<file path="config.mk">
export PLATFORM = sky130hd
export DESIGN_NAME = tlpw_ctrl
export DESIGN_NICKNAME = d
export VERILOG_FILES = /design/src/tlpw_pkg.sv /design/src/tlpw_ctrl.sv
export SDC_FILE = /design/constraint.sdc
export NUM_CORES = 1
export LEC_CHECK = 0
export ABC_AREA = 1
export BUFFER_PORTS_ARGS = -buffer_cell sky130_fd_sc_hd__buf_4
export CAP_MARGIN = 20
export CORE_MARGIN = 2
export CORE_UTILIZATION = 45
export CTS_CLUSTER_SIZE = 28
export DETAILED_ROUTE_END_ITERATION = 10
export GPL_TIMING_DRIVEN = 0
export PLACE_DENSITY_LB_ADDON = 0.15
export SETUP_SLACK_MARGIN = 0.05
export SYNTH_ARGS = -nofsm -noshare
export SYNTH_HDL_FRONTEND = slang
export SYNTH_SLANG_ARGS = --single-unit
</file>
<file path="constraint.sdc">
create_clock -name aclk -period 3.1 [get_ports aclk]
set_input_delay 0.93 -clock aclk [delete_from_list [all_inputs] [get_ports aclk]]
set_output_delay 0.93 -clock aclk [all_outputs]
set_load 0.02 [all_outputs]
</file>
<file path="src/tlpw_pkg.sv">
// Shared types and constants for the two-level page table walker.
`timescale 1ns / 1ps

package tlpw_pkg;

    localparam int MEM_BYTES  = 4096;
    localparam int PAGE_BYTES = 32;
    localparam int ADDR_W     = $clog2(MEM_BYTES);
    localparam int PAGE_SHIFT = $clog2(PAGE_BYTES);
    localparam int IDX_W      = 5;
    localparam int NUM_W      = 7;
    localparam int VA_W       = 15;
    localparam int BYTE_W     = 8;
    localparam int PADDR_W    = 3;

    localparam logic [BYTE_W-1:0] VALID_BIT_MASK = 8'h80;

    localparam logic [1:0] KIND_STORE_MEM  = 2'd0;
    localparam logic [1:0] KIND_STORE_DISK = 2'd1;
    localparam logic [1:0] KIND_TRANSLATE  = 2'd2;

    localparam logic [1:0] STATUS_MEMORY    = 2'd0;
    localparam logic [1:0] STATUS_DISK      = 2'd1;
    localparam logic [1:0] STATUS_DIR_FAULT = 2'd2;

    localparam logic [0:0]        REG_DIRECTORY_BASE = 1'b0;
    localparam logic [ADDR_W-1:0] DIR_BASE_RESET     = 12'hd80;

    typedef struct packed {
        logic              rd_en;
        logic              rd_disk;
        logic [ADDR_W-1:0] rd_addr;
        logic              wr_mem;
        logic              wr_disk;
        logic [ADDR_W-1:0] wr_addr;
        logic [BYTE_W-1:0] wr_data;
    } mem_req_t;

    typedef struct packed {
        logic [1:0]        status;
        logic [IDX_W-1:0]  dir_index;
        logic              dir_valid;
        logic [NUM_W-1:0]  table_page;
        logic [IDX_W-1:0]  table_index;
        logic              table_valid;
        logic [NUM_W-1:0]  frame_number;
        logic [ADDR_W-1:0] phys_addr;
        logic [BYTE_W-1:0] data_value;
    } result_t;

endpackage

</file>
<file path="src/tlpw_ctrl.sv">
// Walk sequencer with the shared address adder and the result register.
`timescale 1ns / 1ps

module tlpw_ctrl
    import tlpw_pkg::*;
(
    input  logic              aclk,
    input  logic              aresetn,
    input  logic [ADDR_W-1:0] dir_base,
    input  logic              s_valid,
    output logic              s_ready,
    input  logic [1:0]        s_kind,
    input  logic [ADDR_W-1:0] s_store_address,
    input  logic [BYTE_W-1:0] s_store_byte,
    input  logic [VA_W-1:0]   s_virtual_address,
    output mem_req_t          mem_req,
    input  logic [BYTE_W-1:0] mem_rd_data,
    output logic              m_valid,
    input  logic              m_ready,
    output result_t           m_result
);

    typedef enum logic [3:0] {
        ST_IDLE = 4'b0001,
        ST_DIR  = 4'b0010,
        ST_TBL  = 4'b0100,
        ST_DATA = 4'b1000
    } state_t;

    state_t            state_reg, state_next;
    logic [IDX_W-1:0]  ti_reg, ti_next;
    logic [IDX_W-1:0]  di_reg, di_next;
    logic [IDX_W-1:0]  off_reg, off_next;
    logic [NUM_W-1:0]  tpage_reg, tpage_next;
    logic [NUM_W-1:0]  frame_reg, frame_next;
    logic              tvalid_reg, tvalid_next;
    logic [ADDR_W-1:0] pa_reg, pa_next;
    logic              m_valid_reg, m_valid_next;
    result_t           result_reg, result_next;

    logic              accept;
    logic              out_free;
    logic [ADDR_W-1:0] agu_a;
    logic [ADDR_W-1:0] agu_b;
    logic [ADDR_W-1:0] agu_sum;
    logic              entry_valid;

    assign s_ready     = (state_reg == ST_IDLE);
    assign accept      = s_valid && s_ready;
    assign out_free    = !m_valid_reg || m_ready;
    assign entry_valid = (mem_rd_data & VALID_BIT_MASK) != '0;

    // One adder forms every walk address; the sum wraps at the memory size.
    always_comb begin
        unique case (state_reg)
            ST_IDLE: begin
                agu_a = dir_base;
                agu_b = ADDR_W'(s_virtual_address[VA_W-1 -: IDX_W]);
            end
            ST_DIR: begin
                agu_a = ADDR_W'(ADDR_W'(mem_rd_data[NUM_W-1:0]) << PAGE_SHIFT);
                agu_b = ADDR_W'(ti_reg);
            end
            ST_TBL: begin
                agu_a = ADDR_W'(ADDR_W'(mem_rd_data[NUM_W-1:0]) << PAGE_SHIFT);
                agu_b = ADDR_W'(off_reg);
            end
            default: begin
                agu_a = '0;
                agu_b = '0;
            end
        endcase
    end

    assign agu_sum = agu_a + agu_b;

    always_comb begin
        state_next   = state_reg;
        di_next      = di_reg;
        ti_next      = ti_reg;
        off_next     = off_reg;
        tpage_next   = tpage_reg;
        frame_next   = frame_reg;
        tvalid_next  = tvalid_reg;
        pa_next      = pa_reg;
        result_next  = result_reg;
        m_valid_next = m_valid_reg && !m_ready;

        mem_req         = '0;
        mem_req.rd_addr = agu_sum;
        mem_req.wr_addr = s_store_address;
        mem_req.wr_data = s_store_byte;

        unique case (state_reg)
            ST_IDLE: begin
                if (accept) begin
                    case (s_kind)
                        KIND_STORE_MEM:  mem_req.wr_mem = 1'b1;
                        KIND_STORE_DISK: mem_req.wr_disk = 1'b1;
                        KIND_TRANSLATE: begin
                            mem_req.rd_en = 1'b1;
                            di_next       = s_virtual_address[VA_W-1 -: IDX_W];
                            ti_next       = s_virtual_address[2*IDX_W-1 -: IDX_W];
                            off_next      = s_virtual_address[IDX_W-1:0];
                            state_next    = ST_DIR;
                        end
                        default: ;
                    endcase
                end
            end
            ST_DIR: begin
                if (!entry_valid) begin
                    if (out_free) begin
                        result_next           = '0;
                        result_next.status    = STATUS_DIR_FAULT;
                        result_next.dir_index = di_reg;
                        m_valid_next          = 1'b1;
                        state_next            = ST_IDLE;
                    end
                end else begin
                    tpage_next    = mem_rd_data[NUM_W-1:0];
                    mem_req.rd_en = 1'b1;
                    state_next    = ST_TBL;
                end
            end
            ST_TBL: begin
                frame_next      = mem_rd_data[NUM_W-1:0];
                tvalid_next     = entry_valid;
                pa_next         = agu_sum;
                mem_req.rd_en   = 1'b1;
                mem_req.rd_disk = !entry_valid;
                state_next      = ST_DATA;
            end
            ST_DATA: begin
                if (out_free) begin
                    result_next.status       = tvalid_reg ? STATUS_MEMORY : STATUS_DISK;
                    result_next.dir_index    = di_reg;
                    result_next.dir_valid    = 1'b1;
                    result_next.table_page   = tpage_reg;
                    result_next.table_index  = ti_reg;
                    result_next.table_valid  = tvalid_reg;
                    result_next.frame_number = frame_reg;
                    result_next.phys_addr    = pa_reg;
                    result_next.data_value   = mem_rd_data;
                    m_valid_next             = 1'b1;
                    state_next               = ST_IDLE;
                end
            end
            default: state_next = ST_IDLE;
        endcase
    end

    always_ff @(posedge aclk) begin
        if (!aresetn) begin
            state_reg   <= ST_IDLE;
            m_valid_reg <= 1'b0;
        end else begin
            state_reg   <= state_next;
            m_valid_reg <= m_valid_next;
        end
    end

    always_ff @(posedge aclk) begin
        di_reg     <= di_next;
        ti_reg     <= ti_next;
        off_reg    <= off_next;
        tpage_reg  <= tpage_next;
        frame_reg  <= frame_next;
        tvalid_reg <= tvalid_next;
        pa_reg     <= pa_next;
        result_reg <= result_next;
    end

    assign m_valid  = m_valid_reg;
    assign m_result = result_reg;

    a_ready_only_idle: assert property (@(posedge aclk) disable iff (!aresetn)
        s_ready |-> state_reg == ST_IDLE)
        else $error("input accepted outside the idle state");

    a_translate_walks: assert property (@(posedge aclk) disable iff (!aresetn)
        (accept && s_kind == KIND_TRANSLATE) |=> state_reg == ST_DIR)
        else $error("translate item did not start a walk");

    a_fault_fields_zero: assert property (@(posedge aclk) disable iff (!aresetn)
        (m_valid_reg && result_reg.status == STATUS_DIR_FAULT) |->
        (result_reg.dir_valid == 1'b0 && result_reg.data_value == '0 &&
         result_reg.phys_addr == '0 && result_reg.table_valid == 1'b0))
        else $error("directory fault carries walk fields");

    a_result_source: assert property (@(posedge aclk) disable iff (!aresetn)
        $rose(m_valid_reg) |-> ($past(state_reg) == ST_DIR || $past(state_reg) == ST_DATA))
        else $error("result raised outside a walk end");

endmodule

</file>
# --- Word level (Yosys, flattened, before mapping) ---
# Cells that the tools add are included.
op_classes:
  n_eq_ne: 11
  reduce_logical: 13
  addsub: 1
  n_mux: 24
ops:
  columns: ["cell", "count"]
  rows:
  - ["48-bit two-way mux", 3]
  - ["48-bit one-hot mux with 2 select lines", 1]
  - ["12-bit one-hot mux with 2 select lines", 1]
  - ["4-bit two-way mux", 4]
  - ["4-bit one-hot mux with 4 select lines", 1]
  - ["5-bit one-hot mux with 3 select lines", 1]
  - ["12-bit adder", 1]
  - ["1-bit two-way mux", 9]
  - ["2-bit inequality test (second input constant)", 3]
  - ["4-bit by 1-bit equality test with 1-bit output (second input constant)", 1]
  - ["4-bit by 2-bit equality test with 1-bit output (second input constant)", 1]
  - ["4-bit by 3-bit equality test with 1-bit output (second input constant)", 1]
  - ["4-bit equality test (second input constant)", 1]
  - ["2-bit two-way mux", 2]
  - ["2-bit by 1-bit inequality test with 1-bit output (second input constant)", 2]
  - ["2-bit AND reduction", 2]
  - ["4-bit AND reduction", 1]
  - ["1-bit logical NOT", 3]
  - ["1-bit one-hot mux with 3 select lines", 1]
  - ["3-bit AND reduction", 1]
  - ["2-bit by 1-bit equality test with 1-bit output (second input constant)", 1]
  - ["2-bit equality test (second input constant)", 1]
  - ["1-bit logical AND", 2]
  - ["2-bit logical NOT", 1]
  - ["other kinds (4)", 4]
totals:
  regBits: 95
  inputBits: 61
  output_inout_bits: 86
  elab_cells: 67

# --- Depth between registers and ports, before layout ---
depth:
  depth_word: 5
  depth_mapped: 18
  mapped_depth_nobuf: 17

# --- Least setup slack after synthesis ---
# OpenSTA, ideal clock, no wires.
synth_path:
  path_type: "register to output"
  startpoint: "register state_reg[0]"
  endpoint: "output port mem_req[30] in the netlist's numbering"
  required_ns: 2.170
  path_buffers: 0
  setup_slack_ns: -0.415
  path_stages_with_launch: 15
  arrival_time_ns: 2.585
  path_cell_list: "dfxtp_1 > nor2_1 > nand2_1 > inv_1 > nand2_1 > o211ai_1 > ha_1 > fa_1 > nand3_1 > nand2_1 > nand2_1 > nand2_1 > nand2_1 > nor2_2 > xor2_1"
synth_rtl:
  columns: ["element", "line_no", "source"]
  rows:
  - ["start, declared", "tlpw_ctrl.sv:30", "state_t state_reg, state_next;"]
  - ["start signal, assigned", "tlpw_ctrl.sv:158", "state_reg <= state_next;"]
  - ["end, declared", "tlpw_ctrl.sv:16", "output mem_req_t mem_req,"]

==> impl_metrics.json <==
{
  "fp.dieW_um": 98.8,
  "setup_tns_ns": -3.90,
  "drt_pass1_iterations": 4,
  "largest_reg_flops": 48,
  "synth_nets": 413,
  "startpoint_type": "flop",
  "synth_area_um2": 4050,
  "synth_top_family_by_area": "simple AND/OR/NAND/NOR gates",
  "setup_violations": 10,
  "dp_slack_ns": -0.672,
  "ys_types": 29,
  "rsz0062_at_grt": "true",
  "io_pins": 147,
  "cts_tree": "yes",
  "regToRegSetupSlack_ns": 0.64,
  "synth_compound_area_frac": 0.0244,
  "grt_first_pass_wirelength_um": 12800,
  "antenna_found_initial": 0,
  "syn_avg_cell_area_um2": 11.7,
  "drv_slew": 0,
  "gp_congestion": 0.809,
  "yosysWarnings": 0,
  "diodes": 0,
  "gr-total-overflow": 0,
  "arrival_ns": 2.62,
  "vias_per_cell": 4.56,
  "min_path_cells": 0,
  "r2r_start": "state_reg[0]$_SDFFE_PN1P_",
  "synth_seq_area_share": 0.692,
  "violations": "setup timing",
  "hp-start": "di_reg[3]$_DFFE_PP_",
  "synthAdderAreaFrac": 0.0204,
  "regToRegEndpoint": "pa_reg[11]$_DFFE_PN_",
  "fmax_ghz": 0.282,
  "synth.area.mux_share": 0,
  "peakVddDrop_v": 0.000233,
  "whs_endpoint": "m_result[44]$_DFFE_PP_",
  "layout-drive-gt1-share": 0.481,
  "multi_input_area_um2": 1010,
  "routed-via-count": 2834,
  "grt_pass1_vias": 2709,
  "slew_headroom": 0.562,
  "fin_crit_ns": 3.55,
  "synth-simple-area-share": 0.143,
  "die_y_um": 98.8,
  "routed_wl_um": 8560,
  "initial_core_util": 0.464,
  "clk_latency_ns": 0.35,
  "synth_xor_area_frac": 0.0151,
  "grt_usage": 0.170,
  "final_nets": 576,
  "clk_pin_slew_ns": 0.09,
  "cts_made_buffers": 9,
  "min_period_over_period": 1.14,
  "worst_r2r_path_depth": 14,
  "end_kind": "output port",
  "drtIter0Drc": 66,
  "ys_ff_latch": 95,
  "crit_type": "reg -> out",
  "cts_root_buf": "clkbuf_8",
  "final.setup.worst_slack_ns": -0.447,
  "final_hold_viol_count": 0,
  "finClkSkew_ns": 0.00815,
  "cts_num_sinks": 95,
  "ant_nets": 0,
  "hpwlAfterDp_um": 5990,
  "core_um2": 8720,
  "grt_max_degree": 27,
  "tightest_slew_ns": 0.654,
  "cts_max_path_buffers": 2,
  "powerDensity_nw_per_um2": 489,
  "drc_errors": 0,
  "min_path_type": "reg -> reg",
  "regArea_um2": 2810,
  "fillCellCount": 676,
  "cts-htree-levels": 3,
  "p_leak_nw": 2.63,
  "wire_per_inst_um": 13.8,
  "die_area_um2": 9770,
  "syn_inst": 346,
  "outcome": "complete, but fails checks",
  "worstPathMaxFanout": 6,
  "cp.required_ns": 2.17,
  "io_buffers": 126,
  "area_growth_pct": 44.0,
  "drv_cap": 0,
  "rows": 34
}
synthesized netlist by cell type:
library cell | count | share of area
a211oi_1 | 1 | 0.0019
a21o_1 | 1 | 0.0019
a21oi_1 | 5 | 0.0062
a31oi_1 | 1 | 0.0015
buf_4 | 20 | 0.037
buf_6 | 1 | 0.0028
clkbuf_1 | 4 | 0.0037
clkinv_2 | 1 | 0.0012
dfxtp_1 | 5 | 0.025
edfxtp_1 | 90 | 0.67
fa_1 | 1 | 0.0049
ha_1 | 5 | 0.015
inv_1 | 63 | 0.058
inv_2 | 1 | 0.00093
nand2_1 | 44 | 0.041
nand2_2 | 10 | 0.015
nand2_4 | 3 | 0.0083
nand3_1 | 5 | 0.0062
nand4_1 | 1 | 0.0015
nor2_1 | 59 | 0.055
nor2_2 | 4 | 0.0062
nor2_4 | 1 | 0.0028
nor3_1 | 2 | 0.0025
nor3b_1 | 1 | 0.0019
nor4_1 | 2 | 0.0031
o211ai_1 | 5 | 0.0093
o21ai_0 | 3 | 0.0037
xnor2_1 | 3 | 0.0065
xor2_1 | 4 | 0.0087
layout by cell type, fill, tap and decap left out, types with 2 or more instances in the layout:
cell type	n
nor2_1	52
nand3_1	2
nand3_2	3
buf_4	158
dfxtp_2	4
nand2_1	33
nor2_4	4
nand2_2	19
a21oi_1	4
nand2_4	5
xor2_4	2
bufinv_16	3
inv_1	59
clkinv_2	2
nor4_1	2
nor3_1	2
edfxtp_1	90
xor2_2	2
nor2_2	8
o21ai_0	3
clkbuf_8	9
buf_6	13
clkbuf_1	5
ha_1	4
o211ai_1	5
inv_2	4
metal layers:
layer,vias up,GRT usage,wire (um)
met1,1293,0.210,3560
met2,120,0.298,4330
met5,-,0,0
met4,0,0.0358,48
li1,1415,-,-
met3,6,0.0475,621
worst max path at each step:
stage / start / end / slack (ns) / cells after the start
finish: state_reg[0]$_SDFFE_PN1P_ / mem_req[32] / -0.45 / 16
global route: state_reg[2]$_SDFFE_PN0P_ / mem_req[32] / -0.60 / 17
floorplan: state_reg[2]$_SDFFE_PN0P_ / mem_req[32] / -0.16 / 17
global placement: state_reg[0]$_SDFFE_PN1P_ / mem_req[32] / -0.59 / 15
CTS: state_reg[0]$_SDFFE_PN1P_ / mem_req[32] / -0.43 / 17
detailed placement: state_reg[0]$_SDFFE_PN1P_ / mem_req[31] / -0.67 / 14
through the flow:
stage	hold WS (ns)	instances	utilization	power (mW)	instance area [um2]
final	0.426	622	0.668	2.85	5830
after global routing	0.441	622	0.668	2.95	5830
after CTS	0.427	620	0.662	2.84	5770
after detailed placement	0.407	582	0.601	1.82	5240
after global placement	0.401	580	0.597	1.81	5200
after floorplan	0.400	346	-	1.67	4120
kinds of logic after synthesis:
logic type | after synthesis
fa+ha+maj | 6
compound gates | 16
simple gates | 132
flops | 95
buf+inv | 90
xor+xnor | 7
where the power goes:
| group | switching (mW) | total [mW] | internal [mW] |
|---|---|---|---|
| combinational | 0.248 | 0.495 | 0.247 |
| sequential | 0.00382 | 1.41 | 1.41 |
| clock | 0.404 | 0.939 | 0.535 |
| total | 0.656 | 2.85 | 2.19 |
final cells by class:
| cell class | count | area share |
|---|---|---|
| repair buffers | 152 | 0.208 |
| repair inverters | 1 | 0.000859 |
| well taps | 108 | 0.0232 |
| clock inverters | 6 | 0.0187 |
| flip-flops and latches | 95 | 0.482 |
| inverters | 65 | 0.0447 |
| multi-input cells | 161 | 0.173 |
| plain buffers | 24 | 0.0283 |
| clock buffers | 10 | 0.0219 |
critical path: stages (launching register included):
cell,delay (ns)
dfxtp_2,0.38
nor2_2,0.07
nand2_2,0.10
clkinvlp_4,0.15
nand2_1,0.09
o211ai_1,0.10
ha_1,0.39
buf_6,0.13
nand3_2,0.08
nand2_2,0.09
nand2_2,0.06
nand2_2,0.06
nand2_2,0.06
nor2_4,0.13
a21oi_2,0.07
nor2_2,0.16
buf_6,0.14
timing repair:
action | in CTS | in global routing
hold buffers | 0 | 0
gates cloned | 1 | 0
setup buffers | 23 | 2
gates resized for setup | 32 | 8
pin swaps | 34 | 16
setup endpoints to repair | 13 | 11
Power figures use the tool's default switching activity.
